==> src/hw/rtl/ptsp_pkg.sv <==
// ptsp_pkg: shared constants, types and the pixel packing function
// for the planar tile sheet converter; no dependencies
`timescale 1ns / 1ps

package ptsp_pkg;

  localparam int unsigned SheetCount         = 223;
  localparam int unsigned SheetBytesTwoBpp   = 2048;
  localparam int unsigned SheetBytesThreeBpp = 1536;
  localparam int unsigned DecodedBytesTwoBpp = 1024;
  localparam int unsigned TileBytesTwoBpp    = 16;
  localparam int unsigned TileBytesThreeBpp  = 24;
  localparam int unsigned PairBytes          = 16;
  localparam int unsigned QueueDepth         = 2;

  localparam int unsigned PosW   = 11;
  localparam int unsigned SheetW = 8;
  localparam int unsigned TileW  = 6;
  localparam int unsigned OffW   = 5;
  localparam int unsigned LineW  = 3;
  localparam int unsigned AddrW  = 19;
  localparam int unsigned PixW   = 32;
  localparam int unsigned QCntW  = $clog2(QueueDepth + 1);
  localparam int unsigned QPtrW  = $clog2(QueueDepth);

  typedef logic [7:0]        byte_t;
  typedef logic [AddrW-1:0]  addr_t;
  typedef logic [PixW-1:0]   pix_t;

  // one tile line waiting to be packed
  typedef struct packed {
    addr_t address;
    byte_t plane0;
    byte_t plane1;
    byte_t plane2;
  } line_t;

  // queue status seen by the front and back ends
  typedef struct packed {
    logic full;
    logic empty;
  } q_status_t;

  // eight pixels, leftmost from bit 7, high nibble first
  function automatic pix_t pack_line(byte_t p0, byte_t p1, byte_t p2);
    pix_t acc;
    acc = '0;
    for (int k = 0; k < 8; k++) begin
      acc[4*k +: 4] = {1'b0, p2[k], p1[k], p0[k]};
    end
    return acc;
  endfunction

endpackage

==> src/hw/rtl/ptsp_if.sv <==
// ptsp_if: valid/ready channel interfaces for sheet bytes and packed words
// depends on ptsp_pkg
`timescale 1ns / 1ps

interface ptsp_in_if import ptsp_pkg::*; ();
  logic  valid;
  logic  ready;
  byte_t sheet_byte;
  logic  three_bpp;

  modport source (output valid, output sheet_byte, output three_bpp, input ready);
  modport sink   (input valid, input sheet_byte, input three_bpp, output ready);
endinterface

interface ptsp_out_if import ptsp_pkg::*; ();
  logic  valid;
  logic  ready;
  addr_t out_address;
  pix_t  out_pixels;

  modport source (output valid, output out_address, output out_pixels, input ready);
  modport sink   (input valid, input out_address, input out_pixels, output ready);
endinterface

==> src/hw/rtl/ptsp_front.sv <==
// ptsp_front: byte intake, sheet/tile position tracking, plane pair buffer
// and line classification; depends on ptsp_pkg
`timescale 1ns / 1ps

module ptsp_front import ptsp_pkg::*; (
  input  logic      clk_i,
  input  logic      rst_ni,
  input  logic      in_valid_i,
  output logic      in_ready_o,
  input  byte_t     sheet_byte_i,
  input  logic      three_bpp_i,
  input  q_status_t q_status_i,
  output logic      push_o,
  output line_t     push_line_o
);

  logic [PosW-1:0]   pos_q, pos_d;
  logic [SheetW-1:0] sheet_q, sheet_d;
  logic [TileW-1:0]  tile_q, tile_d;
  logic [OffW-1:0]   off_q, off_d;
  logic              mode_q, mode_d;
  logic [LineW-1:0]  rd_line_q, rd_line_d;
  byte_t             prev_q;
  byte_t             rd0_q, rd1_q;
  byte_t             pair_mem [PairBytes];

  logic             accept, mode, last, off_wrap, emit, mem_we;
  logic [LineW-1:0] line;

  assign in_ready_o = !q_status_i.full;
  assign accept     = in_valid_i && in_ready_o;

  always_comb begin
    mode     = (pos_q == '0) ? three_bpp_i : mode_q;
    last     = mode ? (pos_q == PosW'(SheetBytesThreeBpp - 1))
                    : (pos_q == PosW'(SheetBytesTwoBpp - 1));
    off_wrap = mode ? (off_q == OffW'(TileBytesThreeBpp - 1))
                    : (off_q == OffW'(TileBytesTwoBpp - 1));
    emit      = 1'b0;
    mem_we    = 1'b0;
    line      = '0;
    rd_line_d = rd_line_q;
    push_line_o.address = '0;
    push_line_o.plane0  = rd0_q;
    push_line_o.plane1  = rd1_q;
    push_line_o.plane2  = sheet_byte_i;
    if (mode) begin
      if (off_q < OffW'(PairBytes)) begin
        mem_we    = 1'b1;
        rd_line_d = '0;
      end else begin
        emit      = 1'b1;
        line      = off_q[LineW-1:0];
        rd_line_d = off_q[LineW-1:0] + LineW'(1);
      end
    end else begin
      // second half of a 2bpp sheet is dropped
      if (pos_q < PosW'(DecodedBytesTwoBpp) && off_q[0]) begin
        emit = 1'b1;
        line = off_q[LineW:1];
        push_line_o.plane0 = prev_q;
        push_line_o.plane1 = sheet_byte_i;
        push_line_o.plane2 = '0;
      end
    end
    push_line_o.address = {sheet_q, tile_q[5:4], line, tile_q[3:0], 2'b00};
    push_o = accept && emit;

    pos_d   = pos_q;
    sheet_d = sheet_q;
    tile_d  = tile_q;
    off_d   = off_q;
    mode_d  = mode_q;
    if (accept) begin
      mode_d = mode;
      if (last) begin
        pos_d  = '0;
        tile_d = '0;
        off_d  = '0;
        sheet_d = (sheet_q == SheetW'(SheetCount - 1)) ? '0 : sheet_q + SheetW'(1);
      end else begin
        pos_d = pos_q + PosW'(1);
        if (off_wrap) begin
          off_d  = '0;
          tile_d = tile_q + TileW'(1);
        end else begin
          off_d = off_q + OffW'(1);
        end
      end
    end
  end

  always_ff @(posedge clk_i or negedge rst_ni) begin
    if (!rst_ni) begin
      pos_q     <= '0;
      sheet_q   <= '0;
      tile_q    <= '0;
      off_q     <= '0;
      mode_q    <= 1'b0;
      rd_line_q <= '0;
    end else begin
      pos_q     <= pos_d;
      sheet_q   <= sheet_d;
      tile_q    <= tile_d;
      off_q     <= off_d;
      mode_q    <= mode_d;
      if (accept) begin
        rd_line_q <= rd_line_d;
      end
    end
  end

  // plane pair store, read data registered one byte ahead of use
  always_ff @(posedge clk_i) begin
    if (accept) begin
      prev_q <= sheet_byte_i;
      rd0_q  <= pair_mem[{rd_line_d, 1'b0}];
      rd1_q  <= pair_mem[{rd_line_d, 1'b1}];
      if (mem_we) begin
        pair_mem[off_q[3:0]] <= sheet_byte_i;
      end
    end
  end

endmodule

==> src/hw/rtl/ptsp_fifo.sv <==
// ptsp_fifo: short queue of tile lines between front and back end
// depends on ptsp_pkg
`timescale 1ns / 1ps

module ptsp_fifo import ptsp_pkg::*; (
  input  logic      clk_i,
  input  logic      rst_ni,
  input  logic      push_i,
  input  line_t     push_line_i,
  input  logic      pop_i,
  output line_t     pop_line_o,
  output q_status_t status_o
);

  line_t            entry_q [QueueDepth];
  logic [QPtrW-1:0] wr_q, rd_q;
  logic [QCntW-1:0] cnt_q;
  logic             do_push, do_pop;

  assign status_o.full  = (cnt_q == QCntW'(QueueDepth));
  assign status_o.empty = (cnt_q == '0);
  assign do_push = push_i && !status_o.full;
  assign do_pop  = pop_i && !status_o.empty;
  assign pop_line_o = entry_q[rd_q];

  always_ff @(posedge clk_i or negedge rst_ni) begin
    if (!rst_ni) begin
      wr_q  <= '0;
      rd_q  <= '0;
      cnt_q <= '0;
    end else begin
      if (do_push) begin
        wr_q <= (wr_q == QPtrW'(QueueDepth - 1)) ? '0 : wr_q + QPtrW'(1);
      end
      if (do_pop) begin
        rd_q <= (rd_q == QPtrW'(QueueDepth - 1)) ? '0 : rd_q + QPtrW'(1);
      end
      unique case ({do_push, do_pop})
        2'b10:   cnt_q <= cnt_q + QCntW'(1);
        2'b01:   cnt_q <= cnt_q - QCntW'(1);
        default: cnt_q <= cnt_q;
      endcase
    end
  end

  always_ff @(posedge clk_i) begin
    if (do_push) begin
      entry_q[wr_q] <= push_line_i;
    end
  end

endmodule

==> src/hw/rtl/ptsp_back.sv <==
// ptsp_back: packs queued tile lines into 4-bit pixels and holds the
// result word in the output register; depends on ptsp_pkg
`timescale 1ns / 1ps

module ptsp_back import ptsp_pkg::*; (
  input  logic      clk_i,
  input  logic      rst_ni,
  input  q_status_t q_status_i,
  input  line_t     line_i,
  output logic      pop_o,
  output logic      out_valid_o,
  input  logic      out_ready_i,
  output addr_t     out_address_o,
  output pix_t      out_pixels_o
);

  logic  valid_q;
  addr_t addr_q;
  pix_t  pix_q;
  logic  can_load;

  assign can_load      = !valid_q || out_ready_i;
  assign pop_o         = can_load && !q_status_i.empty;
  assign out_valid_o   = valid_q;
  assign out_address_o = addr_q;
  assign out_pixels_o  = pix_q;

  always_ff @(posedge clk_i or negedge rst_ni) begin
    if (!rst_ni) begin
      valid_q <= 1'b0;
    end else if (can_load) begin
      valid_q <= !q_status_i.empty;
    end
  end

  always_ff @(posedge clk_i) begin
    if (pop_o) begin
      addr_q <= line_i.address;
      pix_q  <= pack_line(line_i.plane0, line_i.plane1, line_i.plane2);
    end
  end

endmodule

==> src/hw/rtl/planar_tile_sheet_to_packed_pixels.sv <==
// planar_tile_sheet_to_packed_pixels: top level, planar tile sheet bytes in,
// packed 4bpp words out; depends on ptsp_pkg, ptsp_if, ptsp_front, ptsp_fifo, ptsp_back
`timescale 1ns / 1ps

// Takes one decompressed sheet byte per word and, whenever a tile line is
// complete, delivers one word holding that line's four packed 4bpp bytes and
// the byte address of the first of them (sheet*2048 + tile row*512 + line*64
// + tile column*4). three_bpp is sampled on the first byte of each sheet only;
// a 3bpp sheet is 1536 bytes of 24-byte tiles, a 2bpp sheet is 2048 bytes of
// which only the first 1024 are decoded. The sheet index wraps after the last
// sheet. One byte is taken every cycle while the line queue is not full; a
// result passes through the line queue and then the output register. The
// two-entry line queue lets the input keep flowing while the output is
// stalled, and stalls the input once it fills. No clearing pass after reset.

module planar_tile_sheet_to_packed_pixels import ptsp_pkg::*; (
  input  logic clk_i,
  input  logic rst_ni,
  ptsp_in_if.sink    in_i,
  ptsp_out_if.source out_o
);

  // front to queue
  logic      push;
  line_t     push_line;
  // queue to back
  logic      pop;
  line_t     pop_line;
  q_status_t q_status;

  // front: position tracking and plane pair buffer
  ptsp_front u_front (
    .clk_i        (clk_i),
    .rst_ni       (rst_ni),
    .in_valid_i   (in_i.valid),
    .in_ready_o   (in_i.ready),
    .sheet_byte_i (in_i.sheet_byte),
    .three_bpp_i  (in_i.three_bpp),
    .q_status_i   (q_status),
    .push_o       (push),
    .push_line_o  (push_line)
  );

  // decoupling queue
  ptsp_fifo u_fifo (
    .clk_i       (clk_i),
    .rst_ni      (rst_ni),
    .push_i      (push),
    .push_line_i (push_line),
    .pop_i       (pop),
    .pop_line_o  (pop_line),
    .status_o    (q_status)
  );

  // back: pixel packing and output register
  ptsp_back u_back (
    .clk_i         (clk_i),
    .rst_ni        (rst_ni),
    .q_status_i    (q_status),
    .line_i        (pop_line),
    .pop_o         (pop),
    .out_valid_o   (out_o.valid),
    .out_ready_i   (out_o.ready),
    .out_address_o (out_o.out_address),
    .out_pixels_o  (out_o.out_pixels)
  );

endmodule
==> src/flat_wrapper.sv <==
// flat-port wrapper written by rule: the top's interface ports become plain ports
module planar_tile_sheet_to_packed_pixels_flat import ptsp_pkg::*;
  (clk_i, rst_ni, in_i_valid, in_i_sheet_byte, in_i_three_bpp, in_i_ready, out_o_valid, out_o_out_address, out_o_out_pixels, out_o_ready);
  ptsp_in_if in_i_i ();
  ptsp_out_if out_o_i ();
  input  logic clk_i;
  input  logic rst_ni;
  input wire logic [$bits(in_i_i.valid)-1:0] in_i_valid;
  input wire logic [$bits(in_i_i.sheet_byte)-1:0] in_i_sheet_byte;
  input wire logic [$bits(in_i_i.three_bpp)-1:0] in_i_three_bpp;
  output wire logic [$bits(in_i_i.ready)-1:0] in_i_ready;
  output wire logic [$bits(out_o_i.valid)-1:0] out_o_valid;
  output wire logic [$bits(out_o_i.out_address)-1:0] out_o_out_address;
  output wire logic [$bits(out_o_i.out_pixels)-1:0] out_o_out_pixels;
  input wire logic [$bits(out_o_i.ready)-1:0] out_o_ready;
  assign in_i_i.valid = in_i_valid;
  assign in_i_i.sheet_byte = in_i_sheet_byte;
  assign in_i_i.three_bpp = in_i_three_bpp;
  assign in_i_ready = in_i_i.ready;
  assign out_o_valid = out_o_i.valid;
  assign out_o_out_address = out_o_i.out_address;
  assign out_o_out_pixels = out_o_i.out_pixels;
  assign out_o_i.ready = out_o_ready;
  planar_tile_sheet_to_packed_pixels u_core (.clk_i(clk_i), .rst_ni(rst_ni), .in_i(in_i_i), .out_o(out_o_i));
endmodule
==> config.mk <==
export PLATFORM = sky130hd
export DESIGN_NAME = planar_tile_sheet_to_packed_pixels_flat
export DESIGN_NICKNAME = d
export VERILOG_FILES = /design/src/hw/rtl/ptsp_pkg.sv /design/src/hw/rtl/ptsp_if.sv /design/src/hw/rtl/ptsp_front.sv /design/src/hw/rtl/ptsp_fifo.sv /design/src/hw/rtl/ptsp_back.sv /design/src/hw/rtl/planar_tile_sheet_to_packed_pixels.sv /design/src/flat_wrapper.sv
export SDC_FILE = /design/constraint.sdc
export NUM_CORES = 1
export LEC_CHECK = 0
export ABC_AREA = 1
export BUFFER_PORTS_ARGS = -buffer_cell sky130_fd_sc_hd__buf_2
export CAP_MARGIN = 20
export CORE_MARGIN = 2
export CORE_UTILIZATION = 60
export CTS_CLUSTER_SIZE = 28
export DETAILED_ROUTE_END_ITERATION = 10
export PLACE_DENSITY_LB_ADDON = 0.05
export SLEW_MARGIN = 20
export SYNTH_ARGS = -nofsm -noshare
export SYNTH_HDL_FRONTEND = slang
export SYNTH_SLANG_ARGS = --single-unit
==> constraint.sdc <==
create_clock -name clk_i -period 4.27 [get_ports clk_i]
set_input_delay 0 -clock clk_i [delete_from_list [all_inputs] [get_ports clk_i]]
set_output_delay 0 -clock clk_i [all_outputs]
set_load 0.01 [all_outputs]
* Word-level counts from Yosys, hierarchy flattened
Memory sizes are Yosys's and may differ from the RTL's. A register that Yosys moved wholly into a read port is not among the register bits.
Cells that the tools add are included.
** Storage, ports and cells
- Flip-flop bits (word level) :: 66
- Memories kept :: 2
- Logic and storage cells :: 78
- Output and inout port bits :: 53
- RAM bits :: 210
** Cells by class
- Muxes and demuxes :: 29
- Magnitude comparators :: 2
- Equality and inequality tests :: 8
- Reductions and logical operators :: 16
- $add $sub $neg :: 9
** Memories
- u_core.u_front.pair_mem :: words 16, bits a word 8, rd ports 2, clocked after Yosys merged registers in 2, write ports 1, line ptsp_front.sv:25 : byte_t pair_mem [PairBytes];
- u_core.u_fifo.entry_q :: words 2, bits a word 41, rd ports 1, clocked after Yosys merged registers in 1, write ports 1, line ptsp_fifo.sv:15 : line_t entry_q [QueueDepth];
** Operators by type and width (number)
- $mux 24 :: 2
- $eq 11x11->1 const B :: 2
- $mux 1 :: 15
- $mux 3 :: 5
- $mux 6 :: 2
- $add 11x1->11 const B :: 1
- $logic_not 11->1 :: 1
- $lt 11x11->1 const B :: 1
- $mux 11 :: 1
- $mux 5 :: 2
- $add 8x1->8 const B :: 1
- $eq 8x8->1 const B :: 1
- $mux 8 :: 1
- $add 6x1->6 const B :: 1
- $logic_and 1x1->1 :: 6
- $add 5x1->5 const B :: 1
- $eq 5x4->1 const B :: 1
- $eq 5x5->1 const B :: 1
- $lt 5x5->1 const B :: 1
- $eq 2x2->1 const B :: 2
- $pmux 2 s2 :: 1
- $reduce_and 2->1 :: 2
- $reduce_bool 2->1 :: 2
- $add 3x1->3 const B :: 1
- other kinds (7) :: 10

* Depth between registers and ports, before layout
Gate-level depths: netlist of the first run.
- Depth in word-level cells :: 8
- Gate-level depth with buffers :: 17

* Hierarchy
From an unflattened synthesis of the first run, not the netlist that was laid out.
** Unflattened totals
- Cell total of the unflattened synthesis :: 1245
- Area total of the unflattened synthesis :: 13671.9 um^2
** Modules (own cells, without submodules)
- ptsp_front :: seq. area each 5415.2 um^2, area each 8878.5 um^2, cells an instance 931, instances 1
- ptsp_fifo :: seq. area each 2682.6 um^2, area each 3393.3 um^2, cells an instance 257, instances 1
- ptsp_back :: seq. area each 1316.3 um^2, area each 1400.1 um^2, cells an instance 57, instances 1

* Least setup slack after synthesis of the first run
OpenSTA, ideal clock, no wires.
- Path kind :: register to register
- Start point :: reg u_core.u_back.valid_q, in the netlist u_core.u_back.out_valid_o
- End point :: reg u_core.u_fifo.cnt_q[1]
- Period minus slack after synthesis :: 3.656 ns
- Path buffers :: 0
- Data arrival time :: 3.526 ns
- Stages on the path, launching flop included :: 8
- Data required time :: 4.139 ns
- Slack :: 0.614 ns
- Setup time :: 0.131 ns
- Cells stage by stage :: dfrtp_1 inv_1 nor2_1 a21oi_1 ha_1 a21oi_1 o21ai_0 xor2_1
** On the way
- Cells in the longest elaborated chain, start to end :: 6
- Elaborated cells on any way between the ends :: 8
** RTL lines
- from (decl) :: line ptsp_back.sv:17 : logic valid_q;
- from (signal assigned) :: line ptsp_back.sv:32 : valid_q <= !q_status_i.empty;
- $logic_not 1->1 * :: line ptsp_back.sv:22 : assign can_load = !valid_q || out_ready_i;
- $logic_or 1x1->1 * :: line ptsp_back.sv:22
- $logic_and 1x1->1 * :: line ptsp_back.sv:23 : assign pop_o = can_load && !q_status_i.empty;
- via u_core.pop :: line planar_tile_sheet_to_packed_pixels.sv:27 : logic pop;
- $logic_and 1x1->1 * :: line ptsp_fifo.sv:23 : assign do_pop = pop_i && !status_o.empty;
- $eq 2x1->1 or $eq 2x2->1 (tied branches) :: line ptsp_fifo.sv:38 : unique case ({do_push, do_pop})
- $pmux 2 s2 or $reduce_bool 2->1 (tied branches)
- to (signal assigned) :: line ptsp_fifo.sv:39 : 2'b10: cnt_q <= cnt_q + QCntW'(1);
- to (signal assigned) :: line ptsp_fifo.sv:40 : 2'b01: cnt_q <= cnt_q - QCntW'(1);
- to (signal assigned) :: line ptsp_fifo.sv:41 : default: cnt_q <= cnt_q;
- to (decl) :: line ptsp_fifo.sv:17 : logic [QCntW-1:0] cnt_q;
The timed path passes the listed nets; every way through them passes the cells marked *.
A chain may end at the register's enable or synchronous reset.

* Worst setup path after layout of the first run
- Start point :: reg u_core.u_front.pos_q[0]
- End point :: mem u_core.u_fifo.entry_q[1][12] (netlist name), enable pin
** On the way
- Cells in the longest elaborated chain, start to end :: 8
- Elaborated cells on any way between the ends :: 10
** RTL lines
- from (decl) :: line ptsp_front.sv:17 : logic [PosW-1:0] pos_q, pos_d;
- from (signal assigned) :: line ptsp_front.sv:102 : pos_q <= pos_d;
- $lt 11x11->1 :: line ptsp_front.sv:58 : if (pos_q < PosW'(DecodedBytesTwoBpp) && off_q[0]) begin
- $logic_and 1x1->1 :: line ptsp_front.sv:58
- $mux 1 :: line ptsp_front.sv:58
- $mux 1 * :: line ptsp_front.sv:47 : if (mode) begin
- $logic_and 1x1->1 * :: line ptsp_front.sv:67 : push_o = accept && emit;
- $logic_and 1x1->1 * :: line ptsp_fifo.sv:22 : assign do_push = push_i && !status_o.full;
- $mux 1 * :: line ptsp_fifo.sv:47 : if (do_push) begin
- $mux 1 (implied by the code) * :: line ptsp_fifo.sv:48 : entry_q[wr_q] <= push_line_i;
- to (decl) :: line ptsp_fifo.sv:15
Mark *: on every way between the ends. The rest lies on a longest branch, timed or not.

==> impl_results.rst, run 1 <==
.. list-table::
   :header-rows: 1

   * - Metric
     - Value
   * - Endpoint of the most critical register-to-register path
     - u_core.u_fifo.entry_q[1][12]
   * - Critical Path End Type
     - flip-flop
   * - Dpl hpwl
     - 16.24 mm
   * - Net Sw Frac
     - 0.2792
   * - Sequential fraction of the synthesis area
     - 0.6861
   * - Pins Over Slew Limit
     - 0
   * - Outcome
     - finished, final reports clean
   * - Synth Register Bits
     - 314
   * - Ports placed on the boundary
     - 66
   * - Gate count of the mapped netlist
     - 1,223
   * - Buffer type at the clock tree root
     - sky130_fd_sc_hd__clkbuf_16
   * - Drt pass-1 iters
     - 5
   * - Worst vdd ir
     - 0.0004084 V
   * - Final design area excluding fillers
     - 15,150 sq um
   * - Fin crit share
     - 0.7645
   * - Most common cell on crit path
     - sky130_fd_sc_hd__nand2_1
   * - Die footprint
     - 23,640 sq um
   * - Static Leakage
     - 6.535 nW
   * - Relative contribution of the clock network to total power
     - 0.346
   * - Floorplan die width
     - 153.8 um
   * - Critical-path maximum fanout
     - 27
   * - CORE AREA
     - 21,890 sq um
   * - Starting DRT DRC Count
     - 550
   * - Data required time of the critical path
     - 4470 ps
   * - FMAX
     - 306.3 MHz
   * - Worst Reg-to-Reg Cells
     - 13
   * - Clock insertion delay at the later pin of the skew report
     - 510 ps
   * - Critical path origin
     - u_core.u_front.pos_q[0]
   * - Kind of launch point of the worst setup path
     - flip-flop
   * - Wire length of the first global-routing pass
     - 42.30 mm
   * - Via total after detailed routing
     - 8,258
   * - Part of the power in combinational logic
     - 0.177
   * - GR Overflow Total
     - 0
   * - Slowest cell on crit path
     - sky130_fd_sc_hd__nor2_4
   * - Clock Tree Buf Depth
     - 3
   * - TritonCTS clock tree
     - built
   * - Min Clock Period, post-route
     - 3264 ps
   * - # resized after CTS
     - 0
   * - Utilization after layout
     - 0.6923
   * - Remaining routing DRC violations
     - 0
   * - Int Pwr
     - 6.378 mW
   * - Worst Hold Depth
     - 5
   * - Buffers plus inverters on the worst setup path
     - 3
   * - Count of endpoints failing hold in the final timing report
     - 0
   * - Cell types with the largest area share after synthesis
     - sky130_fd_sc_hd__edfxtp_1, sky130_fd_sc_hd__nand2_1, sky130_fd_sc_hd__dfrtp_1
   * - Data arrival time at the worst-slack endpoint
     - 3470 ps
   * - Max-capacitance violation count
     - 0
   * - Routability-driven placement congestion ratio
     - 0.8152
   * - Max-slew headroom
     - 0.3889
   * - Reg clk slew, reported paths
     - 60 ps
   * - Pin count of the biggest net entering global routing
     - 44
   * - Setup TNS Final
     - 0 ps
   * - Number of warnings printed during yosys synthesis
     - 0
   * - Post-DR vias/cell
     - 5.168
   * - Worst setup margin
     - 1006 ps
   * - Number of nets still failing antenna checks after routing
     - 0
   * - Area growth from synthesis to final layout
     - 12.61%
   * - Cells along the critical path
     - inv_1 > ha_1 > nand3_1 > nor2_2 > nand2_1 > nand2_2 > nand2_4 > nor2_4 > inv_2 > nand2_1 > nand2_1 > nor2_4 > buf_4
   * - Placement-stage cell area
     - 13,870 sq um
   * - Clock net sink count
     - 314
   * - Mean routed wirelength per cell
     - 16.25 um
   * - Top cell family by delay on the critical path
     - simple AND/OR/NAND/NOR gates
   * - Levels on crit path
     - 13
   * - Antenna violations before repair
     - 0
   * - Number of buffer cells added on primary ports
     - 55
   * - Share of power burned in registers
     - 0.477
   * - Primary FF master, synth
     - sky130_fd_sc_hd__edfxtp_1
   * - RSZ-0062 raised after global routing
     - no
   * - GR Util All Layers
     - 0.2266
   * - Most instantiated cells after synthesis
     - sky130_fd_sc_hd__nand2_1, sky130_fd_sc_hd__edfxtp_1, sky130_fd_sc_hd__inv_1
   * - Number of H-tree branching levels
     - 2
   * - Effective utilization at floorplan
     - 0.6148
   * - Pwr Density
     - 583.9 nW/um^2
   * - Hold/Removal Path Class
     - input pin to flip-flop
   * - Total routed wirelength
     - 25.97 mm
   * - Worst path max stage delay
     - 570 ps
   * - Total Nets Final
     - 1,317
   * - Startpoint of the most critical register-to-register path
     - u_core.u_front.pos_q[0]
   * - Dominant cell by count in the synthesized netlist
     - sky130_fd_sc_hd__nand2_1
   * - Summed instance area of the synthesized netlist
     - 13,460 sq um
   * - Count of different cell masters after synthesis
     - 34
   * - Slack of the worst reg-to-reg path
     - 1010 ps
   * - Async S/R FF share, synth
     - 0.1242
   * - Yosys top cell area share
     - 0.6136
   * - Post-layout total power
     - 8.849 mW
   * - Place WS
     - 986.5 ps
   * - Final worst clock skew
     - 11.13 ps
   * - Slew at the pin closest to its max-slew limit
     - 913.3 ps
   * - # rows
     - 54
   * - Count of inserted antenna diode cells
     - 0
   * - Die Height
     - 153.8 um
   * - Post-synth EDFFs
     - 275
   * - Vias in the first global route
     - 8,098
   * - Total CTS buffers
     - 34
   * - Capture point of the critical path
     - u_core.u_fifo.entry_q[1][12]
   * - Yosys top cell by area
     - sky130_fd_sc_hd__edfxtp_1
   * - Critical path start-end classification
     - flip-flop to flip-flop
   * - Final setup fails
     - 0
   * - Sw power
     - 2.471 mW
   * - Share of layout cells above drive strength 1
     - 0.1176
   * - Avg Inst Size Synth
     - 11.00 sq um
worst register-to-register path: stages (launching register included):
cell                      delay (ps)
sky130_fd_sc_hd__dfrtp_1         390
sky130_fd_sc_hd__inv_1           100
sky130_fd_sc_hd__ha_1            180
sky130_fd_sc_hd__nand3_1         100
sky130_fd_sc_hd__nor2_2          140
sky130_fd_sc_hd__nand2_1          70
sky130_fd_sc_hd__nand2_2         100
sky130_fd_sc_hd__nand2_4          90
sky130_fd_sc_hd__nor2_4          350
sky130_fd_sc_hd__inv_2           280
sky130_fd_sc_hd__nand2_1         120
sky130_fd_sc_hd__nand2_1         170
sky130_fd_sc_hd__nor2_4          570
sky130_fd_sc_hd__buf_4           320
how the worst min path moves through the flow:
stage | startpoint | end
final | in_i_three_bpp | u_core.u_front.mode_q
after global routing | in_i_three_bpp | u_core.u_front.pos_q[10]
after CTS | in_i_three_bpp | u_core.u_front.mode_q
after detailed placement | rst_ni | u_core.u_front.pos_q[4]
after global placement | rst_ni | u_core.u_front.pos_q[4]
after floorplan | rst_ni | u_core.u_back.out_valid_o
layer usage:
| metal | vias up | share of wire | global-route usage |
|---|---|---|---|
| li1 | 4132 | - | - |
| met1 | 3865 | 0.44 | 0.3116 |
| met2 | 206 | 0.48 | 0.3788 |
| met3 | 55 | 0.050 | 0.03016 |
| met4 | 0 | 0.025 | 0.07558 |
| met5 | - | 0 | 0 |
through the flow:
step	hold slack, ps	cells
2_1_floorplan	-295.6	1232
3_3_place_gp	188.6	1527
3_5_place_dp	182.4	1527
4_1_cts	46.70	1598
5_1_grt	91.27	1598
6_report	51.72	1598
timing repair:
action,in CTS,in global routing
buffers inserted,0,0
hold buffers,10,0
hold endpoints to repair,176,0
power by group through the flow:
stage	Clock, mW	Sequential, mW	Combinational (mW)
2_1_floorplan	0	4.38	0.892
3_3_place_gp	0	4.26	1.55
3_5_place_dp	0	4.28	1.59
4_1_cts	3.11	4.22	1.60
5_1_grt	3.22	4.27	1.79
6_report	3.06	4.22	1.57
sequential cells by signal (all words and copies together) (netlist names), 5 cells and up:
name / count
u_core.u_back.out_address_o: 17
u_core.u_front.prev_q: 8
u_core.u_fifo.entry_q: 82
u_core.u_front.rd1_q: 8
u_core.u_front.sheet_q: 8
u_core.u_front.pos_q: 11
u_core.u_front.tile_q: 6
u_core.u_front.off_q: 5
u_core.u_back.out_pixels_o: 24
u_core.u_front.pair_mem: 128
u_core.u_front.rd0_q: 8
area by class of cell:
| cell class | count | area (sq um) |
|---|---|---|
| clock buffers | 41 | 908.4 |
| fillers | 1621 | 6736 |
| well taps | 280 | 350.3 |
| multi-input cells | 692 | 3261 |
| repair buffers | 79 | 480.5 |
| inverters | 172 | 645.6 |
| flip-flops and latches | 314 | 9234 |
| clock inverters | 20 | 275.3 |
logic make-up (layout without fill, tap and decap cells):
group           count (synthesis)  in the layout  share of synthesized area
buf+inv                       226            312                    0.07605
fa+ha+maj                      11             11                    0.01023
simple gates                  613            613                     0.1977
other cells                     1             10                  0.0002786
flops                         314            314                     0.6861
xor+xnor                       18             18                    0.01171
compound gates                 40             40                    0.01785
layout by cell type, fill, tap and decap left out, types with 11 or more instances in the layout:
cell type / netlist / final
sky130_fd_sc_hd__nor2_1: 51 / 49
sky130_fd_sc_hd__nand2_1: 373 / 373
sky130_fd_sc_hd__nand3b_1: 16 / 16
sky130_fd_sc_hd__buf_2: 14 / 55
sky130_fd_sc_hd__nand3_1: 139 / 139
sky130_fd_sc_hd__ha_1: 11 / 11
sky130_fd_sc_hd__clkbuf_16: 0 / 35
sky130_fd_sc_hd__inv_1: 169 / 169
sky130_fd_sc_hd__dfrtp_1: 39 / 39
sky130_fd_sc_hd__buf_4: 12 / 14
sky130_fd_sc_hd__o21ai_0: 23 / 23
sky130_fd_sc_hd__edfxtp_1: 275 / 275
sky130_fd_sc_hd__xor2_1: 16 / 16
Note: power is estimated with default switching activity, not from simulation.
==> inputs of run 2 (changes only) <==
Clock period 4.27 ns to 3.35 ns, I/O delays scaled along.
==> impl_results.rst, run 2 (synthesis results as in run 1) <==
.. list-table::
   :header-rows: 1

   * - Metric
     - Value
   * - Total routed wirelength
     - 25.71 mm (-0.98%)
   * - Net Sw Frac
     - 0.2781 (-0.001085)
   * - Floorplan die width
     - 153.8 um (unchanged)
   * - Data required time of the critical path
     - 3680 ps (-790 ps)
   * - Clock insertion delay at the later pin of the skew report
     - 570 ps (+60 ps)
   * - Critical path start-end classification
     - flip-flop to flip-flop
   * - Total Nets Final
     - 1,326 (+0.68%)
   * - Relative contribution of the clock network to total power
     - 0.326 (-0.020)
   * - Antenna violations before repair
     - 0 (unchanged)
   * - Slew at the pin closest to its max-slew limit
     - 911.8 ps (-1.536 ps)
   * - Post-DR vias/cell
     - 5.156 (-0.23%)
   * - Die footprint
     - 23,640 sq um (unchanged)
   * - Metal3 WL
     - 1.228 mm (-4.6%)
   * - Count of inserted antenna diode cells
     - 0 (unchanged)
   * - Most frequent cells in the layout
     - sky130_fd_sc_hd__nand2_1, sky130_fd_sc_hd__edfxtp_1, sky130_fd_sc_hd__inv_1
   * - Min Clock Period, post-route
     - 2853 ps (-411.5 ps)
   * - Filler cells
     - 1,610 (-0.68%)
   * - Max-capacitance violation count
     - 0 (unchanged)
   * - Number of buffer cells added on primary ports
     - 55 (unchanged)
   * - Worst Reg-to-Reg Cells
     - 14 (+1)
   * - Kind of launch point of the worst setup path
     - flip-flop
   * - Placement-stage cell area
     - 13,960 sq um (+0.63%)
   * - Reg clk slew, reported paths
     - 60 ps (about the same)
   * - Clock Tree Buf Depth
     - 3 (unchanged)
   * - Sw power
     - 3.032 mW (+23%)
   * - Worst vdd ir
     - 0.0004611 V (+13%)
   * - Count of endpoints failing hold in the final timing report
     - 0 (unchanged)
   * - Uppermost routed layer
     - met4
   * - Endpoint of the most critical register-to-register path
     - u_core.u_front.rd1_q[1]
   * - Critical-path maximum fanout
     - 43 (+59%)
   * - Drt pass-1 iters
     - 6 (+1)
   * - # rows
     - 54 (unchanged)
   * - Startpoint of the most critical register-to-register path
     - u_core.u_front.pos_q[0]
   * - Max reg flops
     - 128 (unchanged)
   * - Total CTS buffers
     - 31 (-8.8%)
   * - Clock net sink count
     - 314 (unchanged)
   * - Slack of the worst reg-to-reg path
     - 500 ps (-510 ps)
   * - Remaining routing DRC violations
     - 0 (unchanged)
   * - Outcome
     - finished, final reports clean
   * - Area growth from synthesis to final layout
     - 12.50% (about the same)
   * - TritonCTS clock tree
     - built
   * - Part of the power in combinational logic
     - 0.182 (+0.005)
   * - Number of H-tree branching levels
     - 1 (-1)
   * - Int Pwr
     - 7.871 mW (+23%)
   * - Die Height
     - 153.8 um (unchanged)
   * - Static Leakage
     - 6.569 nW (+0.51%)
   * - Routed met2 length
     - 12.12 mm (-3.4%)
   * - Max-slew headroom
     - 0.3922 (+0.003273)
   * - Dpl hpwl
     - 15.77 mm (-2.9%)
   * - GR Overflow Total
     - 0 (unchanged)
   * - Share of layout cells above drive strength 1
     - 0.1199 (+0.002307)
   * - RSZ-0062 raised after global routing
     - no
   * - Pins Over Slew Limit
     - 0 (unchanged)
   * - Data arrival time at the worst-slack endpoint
     - 3180 ps (-290 ps)
   * - Pin count of the biggest net entering global routing
     - 65 (+48%)
   * - Mean routed wirelength per cell
     - 16.01 um (-1.5%)
   * - Multi-input combinational cell area
     - 3261 sq um (unchanged)
   * - Post-Route M1 WL
     - 11.86 mm (+3.1%)
   * - Vias in the first global route
     - 7,849 (-3.1%)
   * - Share of power burned in registers
     - 0.492 (+0.015)
   * - Buffer type at the clock tree root
     - sky130_fd_sc_hd__clkbuf_16
   * - Critical Path End Type
     - flip-flop
   * - Via total after detailed routing
     - 8,280 (+0.27%)
   * - CORE AREA
     - 21,890 sq um (unchanged)
   * - Fin crit share
     - 0.8516 (+0.08710)
   * - Number of nets still failing antenna checks after routing
     - 0 (unchanged)
   * - Commonest non-fill, non-tap cell in the layout
     - sky130_fd_sc_hd__nand2_1
   * - Starting DRT DRC Count
     - 656 (+19%)
   * - Hold/Removal Path Class
     - input pin to asynchronous set/reset pin
   * - Final hold slack
     - 116.7 ps (+64.97 ps)
   * - Storage element area
     - 9234 sq um (unchanged)
   * - Final worst clock skew
     - 17.64 ps (+6.519 ps)
   * - FMAX
     - 350.5 MHz (+14%)
   * - Post-CTS setup buffer count
     - 0 (unchanged)
   * - Routability-driven placement congestion ratio
     - 0.8135 (-0.21%)
   * - Effective utilization at floorplan
     - 0.6148 (unchanged)
   * - GR Util All Layers
     - 0.2211 (-0.005521)
   * - Ports placed on the boundary
     - 66 (unchanged)
   * - Utilization after layout
     - 0.6916 (about the same)
   * - Wire length of the first global-routing pass
     - 41.39 mm (-2.2%)
   * - Final design area excluding fillers
     - 15,140 sq um (about the same)
   * - Pwr Density
     - 720.2 nW/um^2 (+23%)
   * - Final setup fails
     - 0 (unchanged)
==> run 2: power groups by stage <==
stage	sequential, mW	combinational [mW]	clock, mW
floorplan	5.57	1.14	0
global placement	5.43	1.96	0
detailed placement	5.45	1.99	0
CTS	5.38	2.02	3.62
global route	5.44	2.24	3.76
finish	5.37	1.98	3.55
==> run 2: repair_timing <==
action / CTS / global route
gates resized for setup: 0 / 0
hold buffers: 12 / 0
endpoints found under the hold margin: 185 / 0
==> run 2: metal layers <==
metal	up-vias	global-route usage
met3	32	0.03100
li1	4147	-
met1	3900	0.3246
met2	201	0.3592
met5	-	0
met4	0	0.04718
==> run 2: how the worst max path moves through the flow <==
| stage | from | endpoint | slack, ps | cells past startpoint |
|---|---|---|---|---|
| 6_report | u_core.u_front.pos_q[0] | u_core.u_front.rd1_q[1] | 500 | 14 |
| 5_1_grt | u_core.u_front.pos_q[0] | u_core.u_front.rd1_q[1] | 190 | 14 |
| 4_1_cts | u_core.u_front.pos_q[0] | u_core.u_front.rd1_q[1] | 480 | 14 |
| 3_5_place_dp | u_core.u_front.pos_q[0] | u_core.u_front.rd1_q[1] | 530 | 14 |
| 3_3_place_gp | u_core.u_front.pos_q[0] | u_core.u_front.rd0_q[6] | 620 | 14 |
| 2_1_floorplan | u_core.u_front.pos_q[0] | u_core.u_fifo.entry_q[0][0] | -270 | 12 |
==> run 2: per-stage QoR <==
step | setup WS (ps) | total power [mW] | TNS, ps | std cells
2_1_floorplan | -274.2 | 6.714 | -22480 | 1232
3_3_place_gp | 616.0 | 7.386 | 0 | 1537
3_5_place_dp | 525.6 | 7.446 | 0 | 1537
4_1_cts | 483.2 | 11.01 | 0 | 1606
5_1_grt | 193.6 | 11.44 | 0 | 1606
6_report | 497.2 | 10.90 | 0 | 1606
==> run 2: layout make-up <==
class,instances,area share
clock buffers,36,0.05446
flip-flops and latches,314,0.6099
clock inverters,21,0.01562
inverters,172,0.04264
repair buffers,91,0.03884
well taps,280,0.02314
multi-input cells,692,0.2154
==> run 2: worst max-delay path, cell delays in order, from the launching register on <==
cell and delay [ps]:
sky130_fd_sc_hd__dfrtp_1 390, sky130_fd_sc_hd__inv_1 110, sky130_fd_sc_hd__ha_1 170, sky130_fd_sc_hd__inv_1 40, sky130_fd_sc_hd__nor2_1 70, sky130_fd_sc_hd__nand2_1 100, sky130_fd_sc_hd__o21bai_4 220, sky130_fd_sc_hd__nand3_2 380
sky130_fd_sc_hd__nand2_2 200, sky130_fd_sc_hd__buf_4 430, sky130_fd_sc_hd__nand2_1 110, sky130_fd_sc_hd__nand3_1 100, sky130_fd_sc_hd__nand2_1 110, sky130_fd_sc_hd__nand2_1 90, sky130_fd_sc_hd__nand2_1 50
==> inputs of run 3 (changes only) <==
Settings changed: CAP_MARGIN 20 to default, CORE_ASPECT_RATIO from default to 0.7.
==> impl_results.rst, run 3 (synthesis results as in run 1) <==
.. list-table::
   :header-rows: 1

   * - Metric
     - Value
   * - Pins Over Slew Limit
     - 0 (unchanged)
   * - Total Nets Final
     - 1,325 (-0.075%)
   * - Count of inserted antenna diode cells
     - 0 (unchanged)
   * - Worst vdd ir
     - 0.0004973 V (+7.8%)
   * - GR Overflow Total
     - 0 (unchanged)
   * - Critical path start-end classification
     - flip-flop to flip-flop
   * - Via total after detailed routing
     - 8,490 (+2.5%)
   * - Mean routed wirelength per cell
     - 17.00 um (+6.2%)
   * - Utilization after layout
     - 0.6936 (+0.002056)
   * - Clock Tree Buf Depth
     - 3 (unchanged)
   * - Critical Path End Type
     - flip-flop
   * - Most frequent cells in the layout
     - sky130_fd_sc_hd__nand2_1, sky130_fd_sc_hd__edfxtp_1, sky130_fd_sc_hd__inv_1
   * - Floorplan die width
     - 183.0 um (+19%)
   * - Wire length of the first global-routing pass
     - 43.33 mm (+4.7%)
   * - Data arrival time at the worst-slack endpoint
     - 2900 ps (-280 ps)
   * - Min Clock Period, post-route
     - 2713 ps (-139.4 ps)
   * - Placement-stage cell area
     - 13,980 sq um (+0.16%)
   * - Dpl hpwl
     - 16.88 mm (+7.1%)
   * - RSZ-0062 raised after global routing
     - no
   * - Count of endpoints failing hold in the final timing report
     - 0 (unchanged)
   * - FMAX
     - 368.5 MHz (+5.1%)
   * - Antenna violations before repair
     - 0 (unchanged)
   * - Post-layout total power
     - 11.07 mW (+1.5%)
   * - Max reg flops
     - 128 (unchanged)
   * - Number of H-tree branching levels
     - 1 (unchanged)
   * - Area growth from synthesis to final layout
     - 12.60% (about the same)
   * - Worst setup margin
     - 636.6 ps (+139.4 ps)
   * - Total CTS buffers
     - 29 (-6.5%)
   * - Post-CTS setup buffer count
     - 0 (unchanged)
   * - Starting DRT DRC Count
     - 835 (+27%)
   * - Final design area excluding fillers
     - 15,150 sq um (about the same)
   * - Pwr Density
     - 730.4 nW/um^2 (+1.4%)
   * - Slew at the pin closest to its max-slew limit
     - 929.0 ps (+17.24 ps)
   * - Commonest non-fill, non-tap cell in the layout
     - sky130_fd_sc_hd__nand2_1
   * - Die Height
     - 129.3 um (-16%)
   * - Die footprint
     - 23,660 sq um (about the same)
   * - Final worst clock skew
     - 9.242 ps (-8.402 ps)
   * - Static Leakage
     - 6.555 nW (-0.21%)
   * - Outcome
     - finished, final reports clean
   * - Effective utilization at floorplan
     - 0.6160 (+0.001268)
   * - Data required time of the critical path
     - 3530 ps (-150 ps)
   * - Post-DR vias/cell
     - 5.286 (+2.5%)
   * - Worst Reg-to-Reg Cells
     - 11 (-3)
   * - Remaining routing DRC violations
     - 0 (unchanged)
   * - Clock insertion delay at the later pin of the skew report
     - 560 ps (about the same)
   * - # rows
     - 45 (-17%)
   * - Ports placed on the boundary
     - 66 (unchanged)
   * - CORE AREA
     - 21,850 sq um (-0.21%)
   * - TritonCTS clock tree
     - built
   * - Number of buffer cells added on primary ports
     - 55 (unchanged)
   * - Place WS
     - 635.6 ps (+110.0 ps)
   * - Buffer type at the clock tree root
     - sky130_fd_sc_hd__clkbuf_16
   * - Critical-path maximum fanout
     - 8 (-81%)
   * - Drt pass-1 iters
     - 5 (-1)
   * - Max-capacitance violation count
     - 0 (unchanged)
   * - Final setup fails
     - 0 (unchanged)
   * - Kind of launch point of the worst setup path
     - flip-flop
   * - Routability-driven placement congestion ratio
     - 0.8208 (+0.90%)
   * - GR Util All Layers
     - 0.2380 (+0.01689)
   * - Hold/Removal Path Class
     - input pin to asynchronous set/reset pin
   * - Share of layout cells above drive strength 1
     - 0.1216 (+0.001692)
   * - Reg clk slew, reported paths
     - 60 ps (about the same)
   * - Clock net sink count
     - 314 (unchanged)
   * - Pin count of the biggest net entering global routing
     - 65 (unchanged)
   * - Max-slew headroom
     - 0.3807 (-0.01150)
   * - Total routed wirelength
     - 27.30 mm (+6.2%)
   * - Fin crit share
     - 0.8100 (-0.04162)
   * - Vias in the first global route
     - 8,045 (+2.5%)
   * - Number of nets still failing antenna checks after routing
     - 0 (unchanged)
## run 3: cell types whose count changed in the layout (fill, tap and decap cells not counted), sizes merged
cell      delta
clkbuf       -4
inv          +1
bufinv       +2
buf          +1
clkinvlp     +4
clkinv       -6
## run 3: what timing repair did
| action | CTS | global route |
|---|---|---|
| setup endpoints to repair | 0 | 0 |
| endpoints found under the hold margin | 182 | 0 |
| hold buffers | 12 | 0 |
| resized for setup | 0 | 0 |
## run 3: worst paths after layout
| check | from | end | slack [ps] |
|---|---|---|---|
| setup / recovery | u_core.u_front.pos_q[0] | u_core.u_front.pair_mem[3][2] | 640 |
| hold / removal | rst_ni | u_core.u_front.pos_q[4] | 120 |
| setup reg to reg | u_core.u_front.pos_q[0] | u_core.u_front.pair_mem[3][2] | 640 |
| hold reg to reg | u_core.u_front.rd_line_q[1] | u_core.u_front.rd_line_q[1] | 490 |
| max in group asynchronous | rst_ni | u_core.u_front.sheet_q[6] | 2650 |
| min in group clk_i | out_o_ready | u_core.u_back.out_valid_o | 450 |
## run 3: area by class of cell
type                       instances  area [sq um]
inverter                         172         645.6
sequential                       314          9234
timing repair buffer              92         608.1
fill                            1571          6693
multi-input combinational        692          3261
clock inverter                    22         315.3
clock buffer                      32         737.0
tap                              282         352.8
## run 3: stage by stage
stage / setup TNS, ps / hold slack (ps) / cells
finish: 0 / 116.8 / 1606
global route: 0 / 197.0 / 1606
CTS: 0 / 133.4 / 1606
detailed placement: 0 / 185.2 / 1540
global placement: 0 / 188.9 / 1540
floorplan: -22480 / -295.6 / 1232
## run 3: worst max-delay path, cell delays in order, from the launching register on
cell and delay, ps:
sky130_fd_sc_hd__dfrtp_1 390, sky130_fd_sc_hd__inv_1 100, sky130_fd_sc_hd__ha_1 170, sky130_fd_sc_hd__nand3_1 90
sky130_fd_sc_hd__nor2_2 140, sky130_fd_sc_hd__nand3_1 170, sky130_fd_sc_hd__nand2_4 160, sky130_fd_sc_hd__ha_1 150
sky130_fd_sc_hd__nand2_1 70, sky130_fd_sc_hd__inv_1 200, sky130_fd_sc_hd__nand2_1 120, sky130_fd_sc_hd__nor2_1 550
## run 3: power by group
group	internal (mW)	leakage, nW	total (mW)	switching (mW)
sequential	5.13	3.00	5.39	0.260
combinational	0.619	3.05	2.09	1.47
clock	2.15	0.505	3.59	1.44
total	7.89	6.55	11.1	3.18
## run 3: metal layers
metal / vias to the layer above / GRT usage / wire length, um
met1: 4012 / 0.3555 / 12720
met4: 0 / 0.04706 / 431
li1: 4144 / - / -
met5: - / 0 / 0
met3: 39 / 0.04300 / 2044
met2: 295 / 0.3754 / 12110
